[config.mk]
export PLATFORM = sky130hd
export DESIGN_NAME = triple_buffer_frame_rotator_core
export DESIGN_NICKNAME = d
export VERILOG_FILES = /design/src/rtl/tbfr_pkg.sv /design/src/rtl/triple_buffer_frame_rotator_core.sv /design/src/rtl/tbfr_csr.sv /design/src/rtl/tbfr_engine.sv
export SDC_FILE = /design/constraint.sdc
export NUM_CORES = 2
export LEC_CHECK = 0
export ABC_AREA = 1
export BUFFER_PORTS_ARGS = -buffer_cell sky130_fd_sc_hd__buf_4
export CAP_MARGIN = 5
export CELL_PAD_IN_SITES_DETAIL_PLACEMENT = 2
export CELL_PAD_IN_SITES_GLOBAL_PLACEMENT = 2
export CORE_MARGIN = 4
export CORE_UTILIZATION = 37
export DETAILED_ROUTE_END_ITERATION = 12
export PLACE_DENSITY = 0.89
export REMOVE_ABC_BUFFERS = 1
export SYNTH_ARGS = -nofsm -noshare
export SYNTH_HDL_FRONTEND = slang
export SYNTH_SLANG_ARGS = --single-unit
[constraint.sdc]
create_clock -name clock -period 15.4 [get_ports clock]
set_input_delay 3.08 -clock clock [delete_from_list [all_inputs] [get_ports clock]]
set_output_delay 3.08 -clock clock [all_outputs]
set_load 0.05 [all_outputs]
[src/rtl/tbfr_pkg.sv]
// Shared types, codes and helpers of the triple-buffer frame rotator.
`default_nettype none

package tbfr_pkg;

   // Field widths of the event and result beats.
   localparam int NUM_BUFFERS = 3;
   localparam int SEL_W       = 2;
   localparam int MODE_W      = 2;
   localparam int TIME_W      = 63;
   localparam int FRAME_W     = 32;
   localparam int INTERVAL_W  = 20;
   localparam int REQ_DATA_W  = 64;
   localparam int RSP_DATA_W  = 160;

   // Configuration port layout.
   localparam int CSR_ADDR_W  = 3;
   localparam int CSR_DATA_W  = 32;
   localparam logic CSR_IDX_CAPTURE_ENABLED = 1'b0;
   localparam logic CSR_IDX_MAX_INTERVAL    = 1'b1;
   localparam logic [INTERVAL_W-1:0] MAX_INTERVAL_RESET = 20'd100000;

   // Event codes.
   localparam logic [MODE_W-1:0] MODE_FRAME_START     = 2'd0;
   localparam logic [MODE_W-1:0] MODE_CAPTURE_DONE    = 2'd1;
   localparam logic [MODE_W-1:0] MODE_PREPARE_DISPLAY = 2'd2;
   localparam logic [MODE_W-1:0] MODE_RESET_CAPTURE   = 2'd3;

   // Home positions of the three roles.
   localparam logic [SEL_W-1:0] ACTIVE_HOME  = 2'd0;
   localparam logic [SEL_W-1:0] DISPLAY_HOME = 2'd1;
   localparam logic [SEL_W-1:0] RENDER_HOME  = 2'd2;

   typedef struct packed {
      logic                  capture_enabled;
      logic [INTERVAL_W-1:0] max_interval_us;
   } cfg_type;

   // First member sits in the top bits, so accepted ends up in bit 0.
   typedef struct packed {
      logic [FRAME_W-1:0]    frame_count;
      logic [TIME_W-1:0]     render_timestamp_us;
      logic [INTERVAL_W-1:0] render_interval_us;
      logic [FRAME_W-1:0]    render_frame_id;
      logic                  render_ready;
      logic [SEL_W-1:0]      render_index;
      logic [SEL_W-1:0]      display_index;
      logic [SEL_W-1:0]      active_index;
      logic                  accepted;
   } rsp_type;

   // Maps an out-of-range buffer selector onto buffer 0.
   function automatic logic [SEL_W-1:0] sel_ok(input logic [SEL_W-1:0] s);
      return (s < SEL_W'(NUM_BUFFERS)) ? s : '0;
   endfunction

endpackage

`default_nettype wire

[src/rtl/triple_buffer_frame_rotator_core.sv]
// Top level of the triple-buffer frame rotator: event stream in, role status out.
// An accepted event waits in the input register until the result register is free, then its result is registered there.
// One event per cycle while the result side keeps taking beats; the single-pass role update sets that figure.
// The input register takes a new beat while a finished result waits downstream.
// Reset is synchronous and active high: roles return to 0/1/2, flags, stored
// frame data, counters and configuration registers take their reset values.
`default_nettype none

module triple_buffer_frame_rotator_core
   import tbfr_pkg::*;
(
   input  wire logic                  clock,
   input  wire logic                  reset,
   // Event channel
   input  wire logic                  req_tvalid,
   output logic                       req_tready,
   input  wire logic [REQ_DATA_W-1:0] req_tdata,   // [62:0] time_us, [63] zero
   input  wire logic [MODE_W-1:0]     req_tuser,   // [1:0] mode
   // Result channel
   output logic                       rsp_tvalid,
   input  wire logic                  rsp_tready,
   // [0] accepted, [2:1] active_index, [4:3] display_index, [6:5] render_index,
   // [7] render_ready, [39:8] render_frame_id, [59:40] render_interval_us,
   // [122:60] render_timestamp_us, [154:123] frame_count, [159:155] zero
   output logic      [RSP_DATA_W-1:0] rsp_tdata,
   // Configuration port
   input  wire logic                  csr_psel,
   input  wire logic                  csr_penable,
   input  wire logic                  csr_pwrite,
   input  wire logic [CSR_ADDR_W-1:0] csr_paddr,
   input  wire logic [CSR_DATA_W-1:0] csr_pwdata,
   output logic      [CSR_DATA_W-1:0] csr_prdata,
   output logic                       csr_pready
);

   cfg_type             cfg;
   rsp_type             result;
   rsp_type             rsp_data_ff;
   logic                in_valid_ff, in_valid_in;
   logic [MODE_W-1:0]   in_mode_ff;
   logic [TIME_W-1:0]   in_time_ff;
   logic                rsp_valid_ff, rsp_valid_in;
   logic                req_fire;
   logic                advance;

   tbfr_csr u_csr (
      .clock       (clock),
      .reset       (reset),
      .csr_psel    (csr_psel),
      .csr_penable (csr_penable),
      .csr_pwrite  (csr_pwrite),
      .csr_paddr   (csr_paddr),
      .csr_pwdata  (csr_pwdata),
      .csr_prdata  (csr_prdata),
      .csr_pready  (csr_pready),
      .cfg         (cfg)
   );

   tbfr_engine u_engine (
      .clock   (clock),
      .reset   (reset),
      .step    (advance),
      .mode    (in_mode_ff),
      .time_us (in_time_ff),
      .cfg     (cfg),
      .result  (result)
   );

   // Handshake: the held event moves on whenever the result register is free.
   assign advance    = in_valid_ff && (!rsp_valid_ff || rsp_tready);
   assign req_tready = !in_valid_ff || advance;
   assign req_fire   = req_tvalid && req_tready;

   assign in_valid_in  = req_fire ? 1'b1 : (advance ? 1'b0 : in_valid_ff);
   assign rsp_valid_in = advance ? 1'b1 : (rsp_tready ? 1'b0 : rsp_valid_ff);

   // Control state.
   always_ff @(posedge clock) begin
      if (reset) begin
         in_valid_ff  <= 1'b0;
         rsp_valid_ff <= 1'b0;
      end else begin
         in_valid_ff  <= in_valid_in;
         rsp_valid_ff <= rsp_valid_in;
      end
   end

   // Payload registers.
   always_ff @(posedge clock) begin
      if (req_fire) begin
         in_mode_ff <= req_tuser;
         in_time_ff <= req_tdata[TIME_W-1:0];
      end
      if (advance) begin
         rsp_data_ff <= result;
      end
   end

   assign rsp_tvalid = rsp_valid_ff;
   assign rsp_tdata  = {(RSP_DATA_W - $bits(rsp_type))'(0), rsp_data_ff};

   // The active buffer never shares a role with the render or display buffer.
   assert property (@(posedge clock) disable iff (reset)
      rsp_valid_ff |-> (rsp_data_ff.active_index != rsp_data_ff.render_index &&
                        rsp_data_ff.active_index != rsp_data_ff.display_index))
      else $error("active buffer shares a role");

   // A non-zero interval is only reported for a ready render buffer.
   assert property (@(posedge clock) disable iff (reset)
      (rsp_valid_ff && rsp_data_ff.render_interval_us != '0) |->
         rsp_data_ff.render_ready)
      else $error("interval reported for a buffer that is not ready");

   // The event side only stalls when both stages are full and downstream stalls.
   assert property (@(posedge clock) disable iff (reset)
      !req_tready |-> (in_valid_ff && rsp_valid_ff && !rsp_tready))
      else $error("event beat refused with room available");

   // A result beat follows each event that leaves the input register.
   assert property (@(posedge clock) disable iff (reset)
      advance |=> rsp_valid_ff)
      else $error("result beat missing after an event");

endmodule

`default_nettype wire

[src/rtl/tbfr_csr.sv]
// Configuration registers of the frame rotator behind an APB-style port.
`default_nettype none

module tbfr_csr
   import tbfr_pkg::*;
(
   input  wire logic                  clock,
   input  wire logic                  reset,
   input  wire logic                  csr_psel,
   input  wire logic                  csr_penable,
   input  wire logic                  csr_pwrite,
   input  wire logic [CSR_ADDR_W-1:0] csr_paddr,
   input  wire logic [CSR_DATA_W-1:0] csr_pwdata,
   output logic      [CSR_DATA_W-1:0] csr_prdata,
   output logic                       csr_pready,
   output cfg_type                    cfg
);

   logic                  capture_enabled_ff;
   logic [INTERVAL_W-1:0] max_interval_ff;
   logic                  write_en;
   logic                  reg_idx;

   assign csr_pready = 1'b1;
   assign write_en   = csr_psel && csr_penable && csr_pwrite && csr_pready;
   assign reg_idx    = csr_paddr[2];

   // Register writes in the access phase.
   always_ff @(posedge clock) begin
      if (reset) begin
         capture_enabled_ff <= 1'b0;
         max_interval_ff    <= MAX_INTERVAL_RESET;
      end else if (write_en) begin
         unique case (reg_idx)
            CSR_IDX_CAPTURE_ENABLED: capture_enabled_ff <= csr_pwdata[0];
            CSR_IDX_MAX_INTERVAL:    max_interval_ff    <= csr_pwdata[INTERVAL_W-1:0];
            default: ;
         endcase
      end
   end

   // Read-back multiplexer.
   always_comb begin
      unique case (reg_idx)
         CSR_IDX_CAPTURE_ENABLED: csr_prdata = {{(CSR_DATA_W-1){1'b0}}, capture_enabled_ff};
         CSR_IDX_MAX_INTERVAL:
            csr_prdata = {{(CSR_DATA_W-INTERVAL_W){1'b0}}, max_interval_ff};
         default: csr_prdata = '0;
      endcase
   end

   assign cfg.capture_enabled = capture_enabled_ff;
   assign cfg.max_interval_us = max_interval_ff;

endmodule

`default_nettype wire

[src/rtl/tbfr_engine.sv]
// Buffer role state and the per-event update of the frame rotator.
`default_nettype none

module tbfr_engine
   import tbfr_pkg::*;
(
   input  wire logic              clock,
   input  wire logic              reset,
   input  wire logic              step,
   input  wire logic [MODE_W-1:0] mode,
   input  wire logic [TIME_W-1:0] time_us,
   input  cfg_type                cfg,
   output rsp_type                result
);

   logic [SEL_W-1:0]       active_sel_ff, active_sel_in;
   logic [SEL_W-1:0]       display_sel_ff, display_sel_in;
   logic [SEL_W-1:0]       render_sel_ff, render_sel_in;
   logic [NUM_BUFFERS-1:0] ready_ff, ready_in;
   logic [FRAME_W-1:0]     frame_number_ff [NUM_BUFFERS];
   logic [FRAME_W-1:0]     frame_number_in [NUM_BUFFERS];
   logic [INTERVAL_W-1:0]  interval_ff [NUM_BUFFERS];
   logic [INTERVAL_W-1:0]  interval_in [NUM_BUFFERS];
   logic [TIME_W-1:0]      done_time_ff [NUM_BUFFERS];
   logic [TIME_W-1:0]      done_time_in [NUM_BUFFERS];
   logic [FRAME_W-1:0]     completed_ff, completed_in;
   logic [TIME_W-1:0]      start_time_ff, start_time_in;
   logic                   start_seen_ff, start_seen_in;

   logic [SEL_W-1:0]       done_sel;
   logic [SEL_W-1:0]       shown_sel;
   logic [SEL_W-1:0]       next_active;
   logic [SEL_W-1:0]       out_sel;
   logic [TIME_W:0]        elapsed;
   logic                   interval_ok;
   logic [INTERVAL_W-1:0]  interval_val;
   logic                   accepted;
   logic                   out_ready;

   // State registers, updated once per event.
   always_ff @(posedge clock) begin
      if (reset) begin
         active_sel_ff  <= ACTIVE_HOME;
         display_sel_ff <= DISPLAY_HOME;
         render_sel_ff  <= RENDER_HOME;
         ready_ff       <= '0;
         completed_ff   <= '0;
         start_time_ff  <= '0;
         start_seen_ff  <= 1'b0;
         for (int i = 0; i < NUM_BUFFERS; i++) begin
            frame_number_ff[i] <= '0;
            interval_ff[i]     <= '0;
            done_time_ff[i]    <= '0;
         end
      end else if (step) begin
         active_sel_ff  <= active_sel_in;
         display_sel_ff <= display_sel_in;
         render_sel_ff  <= render_sel_in;
         ready_ff       <= ready_in;
         completed_ff   <= completed_in;
         start_time_ff  <= start_time_in;
         start_seen_ff  <= start_seen_in;
         for (int i = 0; i < NUM_BUFFERS; i++) begin
            frame_number_ff[i] <= frame_number_in[i];
            interval_ff[i]     <= interval_in[i];
            done_time_ff[i]    <= done_time_in[i];
         end
      end
   end

   // Start-to-done interval: the borrow bit flags a done time before the start.
   assign done_sel     = sel_ok(active_sel_ff);
   assign shown_sel    = sel_ok(display_sel_ff);
   assign elapsed      = {1'b0, time_us} - {1'b0, start_time_ff};
   assign interval_ok  = start_seen_ff && !elapsed[TIME_W] &&
                         (elapsed[TIME_W-1:0] <= TIME_W'(cfg.max_interval_us));
   assign interval_val = interval_ok ? elapsed[INTERVAL_W-1:0] : '0;

   // Lowest buffer that is neither the render buffer nor the one just done.
   always_comb begin
      next_active = active_sel_ff;
      for (int i = NUM_BUFFERS - 1; i >= 0; i--) begin
         if (SEL_W'(i) != render_sel_ff && SEL_W'(i) != done_sel) begin
            next_active = SEL_W'(i);
         end
      end
   end

   // Next state for the event.
   always_comb begin
      active_sel_in   = active_sel_ff;
      display_sel_in  = display_sel_ff;
      render_sel_in   = render_sel_ff;
      ready_in        = ready_ff;
      frame_number_in = frame_number_ff;
      interval_in     = interval_ff;
      done_time_in    = done_time_ff;
      completed_in    = completed_ff;
      start_time_in   = start_time_ff;
      start_seen_in   = start_seen_ff;
      accepted        = 1'b0;
      unique case (mode)
         MODE_FRAME_START: begin
            start_time_in = time_us;
            start_seen_in = 1'b1;
            accepted      = 1'b1;
         end
         MODE_CAPTURE_DONE: begin
            if (cfg.capture_enabled) begin
               completed_in              = completed_ff + FRAME_W'(1);
               ready_in[done_sel]        = 1'b1;
               frame_number_in[done_sel] = completed_in;
               done_time_in[done_sel]    = time_us;
               interval_in[done_sel]     = interval_val;
               active_sel_in             = next_active;
               display_sel_in            = done_sel;
               ready_in[sel_ok(next_active)] = 1'b0;
               accepted                  = 1'b1;
            end
         end
         MODE_PREPARE_DISPLAY: begin
            if (ready_ff[shown_sel]) begin
               render_sel_in = shown_sel;
               accepted      = 1'b1;
            end
         end
         MODE_RESET_CAPTURE: begin
            if (cfg.capture_enabled) begin
               ready_in = '0;
               for (int i = 0; i < NUM_BUFFERS; i++) begin
                  interval_in[i] = '0;
               end
               active_sel_in  = ACTIVE_HOME;
               display_sel_in = DISPLAY_HOME;
               render_sel_in  = RENDER_HOME;
               start_time_in  = '0;
               start_seen_in  = 1'b0;
               accepted       = 1'b1;
            end
         end
         default: ;
      endcase
   end

   // Result reflects the state after the event.
   assign out_sel   = sel_ok(render_sel_in);
   assign out_ready = ready_in[out_sel];

   assign result.accepted            = accepted;
   assign result.active_index        = active_sel_in;
   assign result.display_index       = display_sel_in;
   assign result.render_index        = out_sel;
   assign result.render_ready        = out_ready;
   assign result.render_frame_id     = frame_number_in[out_sel];
   assign result.render_interval_us  = out_ready ? interval_in[out_sel] : '0;
   assign result.render_timestamp_us = done_time_in[out_sel];
   assign result.frame_count         = completed_in;

endmodule

`default_nettype wire

==> reports/metrics.csv <==
metric,value,unit
post-synthesis sequential element count,693,
peak fanout along the critical path,24,
RR Endpoint,rsp_tdata[43]$_SDFFCE_PN0P_,
Worst EP arrival,3.98,ns
Tcrit/Tclk final,45.8,%
GRT Total Usage,30.0,%
Crit Path Class,in -> out,
full die area,111000,sq um
Syn Inst Count,5607,
Critical Path Max Stage Delay,0.40,ns
placed cell areas,41900,sq um
DR pass1 iterations,5,
hold_buf cts,0,
Final Setup Violations,0,
Post-route DRC,0,
crit path max-delay cell type,o21ai_0,
CTS root buffer,clkbuf_16,
Yosys warning total,0,
initial antenna violation count,1,
clk_skew,0.0356,ns
Most used DFF post-synth,dfxtp_1,
Post-synth top cells,"nand2_1, inv_1, o21ai_0",
max_cap viols,0,
post-synthesis cell type count,57,
simple-gate share of the synthesized area,21.7,%
first-pass GRT wire length,264,mm
Port Buffers,269,
"antenna viol nets, final",0,
fin nets,5907,
starting density of the core,37.5,%
std cell rows,118,
VDD IR-drop max,80.5,uV
critical path depth in cells,3,
Reg2Reg Depth,24,
"wirelength, routed",172,mm
Required @ worst endpoint,12.32,ns
flop-to-flop setup slack,9.36,ns
hold depth,2,
gr ovfl total,0,
H-tree levels,3,
routability cong.,0.904,
DR WL/cell,24.0,um
synth-to-layout area growth,14.4,%
Fillers,12100,
Most Crowded Layer GR,met2,
Worst Hold Endpoint,u_engine.start_time_ff[45]$_SDFFE_PP0P_,
met3 Use GR,3.94,%
GR Util met1,35.0,%
half-perimeter wire length after placement,101,mm
# diodes,0,
CTS sink count,693,
crit start category,primary input,
"Slew Viols, Final",0,
ys async rst share,0,%
setup TNS,0,ns
"Core Util, Final",42.9,%
Avg Inst Size Synth,6.96,sq um
most common cell in the netlist,nand2_1,
Rel. slew slack,14.1,%
Reg2Reg Launch Point,in_time_ff[4]$_DFFE_PP_,
largest family of logic cells by synthesized area,simple AND/OR/NAND/NOR gates,
final worst setup slack,8.34,ns
Tot Pwr,5.03,mW
clk_lat worst skew,0.69,ns
Buf/Inv on CP,2,
DRT iter0 DRCs,2386,
Tmin final,7.06,ns
CTS Buf Count,83,
final hold viol count,0,
sequential share of the synthesized area,41.2,%
clk slew on worst S/H paths,0.06,ns
layout cells sized above 1,9.22,%
Hold Crit Start,u_engine.start_time_ff[45]$_SDFFE_PP0P_,
status,"complete, no violations",
CTS tree,done,
post-CTS setup buffer count,0,
top post-synthesis cells by area,"dfxtp_1, edfxtp_1, nand2_1",
Via Count,39700,
Post-synth EDFFs,220,
RSZ-0062 raised after global routing,false,
top cell type by total area after synthesis,dfxtp_1,
CP dominant cell by count,buf_4,
multiplexer area fraction after synthesis,1.21,%
top cell type's share of synthesized area,24.3,%
xor/xnor share of the synthesized area,1.10,%
"Cell Chain, Critical Path",buf_4 -> o21ai_0 -> buf_4,
P_leak,20.8,nW
CTS max path bufs,3,
Finished Cell Area,44600,sq um
FMAX,0.142,GHz
CP top delay family,buffers and inverters,
# IOs,303,
M2 GR Usage,54.3,%
compound-cell area share of the yosys netlist,18.2,%
Core Box Area,104000,sq um
Post-Synth Adder-Cell Area,2.94,%
Die H,333,um
Worst-Margin Slew,1.29,ns
CTS resizes,0,
Worst setup EP type,output pin,
Syn Std Cell Area,39000,sq um
Power Density,113,nW/um^2
Die Wd,333,um
vias in the first global route,44700,
HP Class,reg -> reg,
largest net degree at the start of global routing,203,
Vias/cell,5.54,
Placement Setup Slack,8.36,ns
cell type report:
cell class	instances	area [sq um]	share of cell area [%]
sequential	693	16100	36.0
multi-input combinational	3560	17800	39.8
inverter	1069	4030	9.03
timing repair buffer	301	2320	5.20
clock buffer	124	2410	5.41
tap	1380	1730	3.87
clock inverter	31	274	0.614
cell families after synthesis:
kind of cell,Yosys count
simple gates,2013
buf+inv,1370
compound gates,1343
flops,693
fa+ha+maj,91
xor+xnor,48
mux,47
other cells,2
report_power, final:
group	leakage [nW]	internal (mW)	switching (mW)
sequential	6.00	2.01	0.0808
clock	1.32	1.14	0.874
combinational	13.4	0.244	0.686
total	20.8	3.39	1.64
per-stage QoR:
stage                     hold slack, ns  cells
after floorplan                    0.431   5322
after global placement             0.452   7003
after detailed placement           0.460   7003
after CTS                          0.469   7158
after global routing               0.490   7158
final                              0.464   7158
routing by layer:
| layer | vias to the layer above | part of all wire (%) |
|---|---|---|
| met5 | - | 0 |
| met4 | 0 | 5.1 |
| met3 | 436 | 4.0 |
| met2 | 1089 | 51 |
| met1 | 20200 | 40 |
| li1 | 18000 | - |
state kept, by name, indices dropped and copies added (netlist names), 2 cells and up:
| name | cells |
|---|---|
| u_engine.interval_ff | 60 |
| u_engine.display_sel_ff | 2 |
| u_engine.done_time_ff | 189 |
| u_engine.render_sel_ff | 2 |
| u_csr.max_interval_ff | 20 |
| u_engine.ready_ff | 3 |
| u_engine.start_time_ff | 63 |
| in_mode_ff | 2 |
| u_engine.frame_number_ff | 96 |
| rsp_tdata | 155 |
| u_engine.completed_ff | 32 |
| u_engine.active_sel_ff | 2 |
| in_time_ff | 63 |
worst register-to-register path: cells and delay by family, from the launching register on:
kind	cells	cell delay [ns]
AOI/OAI and AO/OA	2	0.46
xor gates and xnor gates	1	0.54
adders and majority gates	2	0.70
buffers and inverters	2	0.16
DFF	1	0.57
and+or+nand+nor	17	3.38
worst max-delay path by stage:
stage | start | slack (ns) | endpoint
2_1_floorplan | rsp_tready | -10.98 | u_engine.frame_number_ff[11]$_SDFFE_PP0P_
3_3_place_gp | csr_paddr[2] | 8.36 | csr_prdata[0]
3_5_place_dp | csr_paddr[2] | 8.36 | csr_prdata[0]
4_1_cts | csr_paddr[2] | 8.36 | csr_prdata[0]
5_1_grt | csr_paddr[2] | 8.29 | csr_prdata[0]
6_report | csr_paddr[2] | 8.34 | csr_prdata[0]
placed cells by master (no fill, tap or decap), types with 85 or more instances in the layout:
master	Yosys	final
nand2_1	1535	1531
inv_1	1050	1046
o21ai_0	636	636
a21oi_1	552	552
dfxtp_1	473	473
buf_4	19	296
edfxtp_1	220	220
nor2_1	207	201
nand3_1	136	136
o211ai_1	97	97
ha_1	90	90
clkbuf_16	0	85
(Power assumes the default switching activity.)
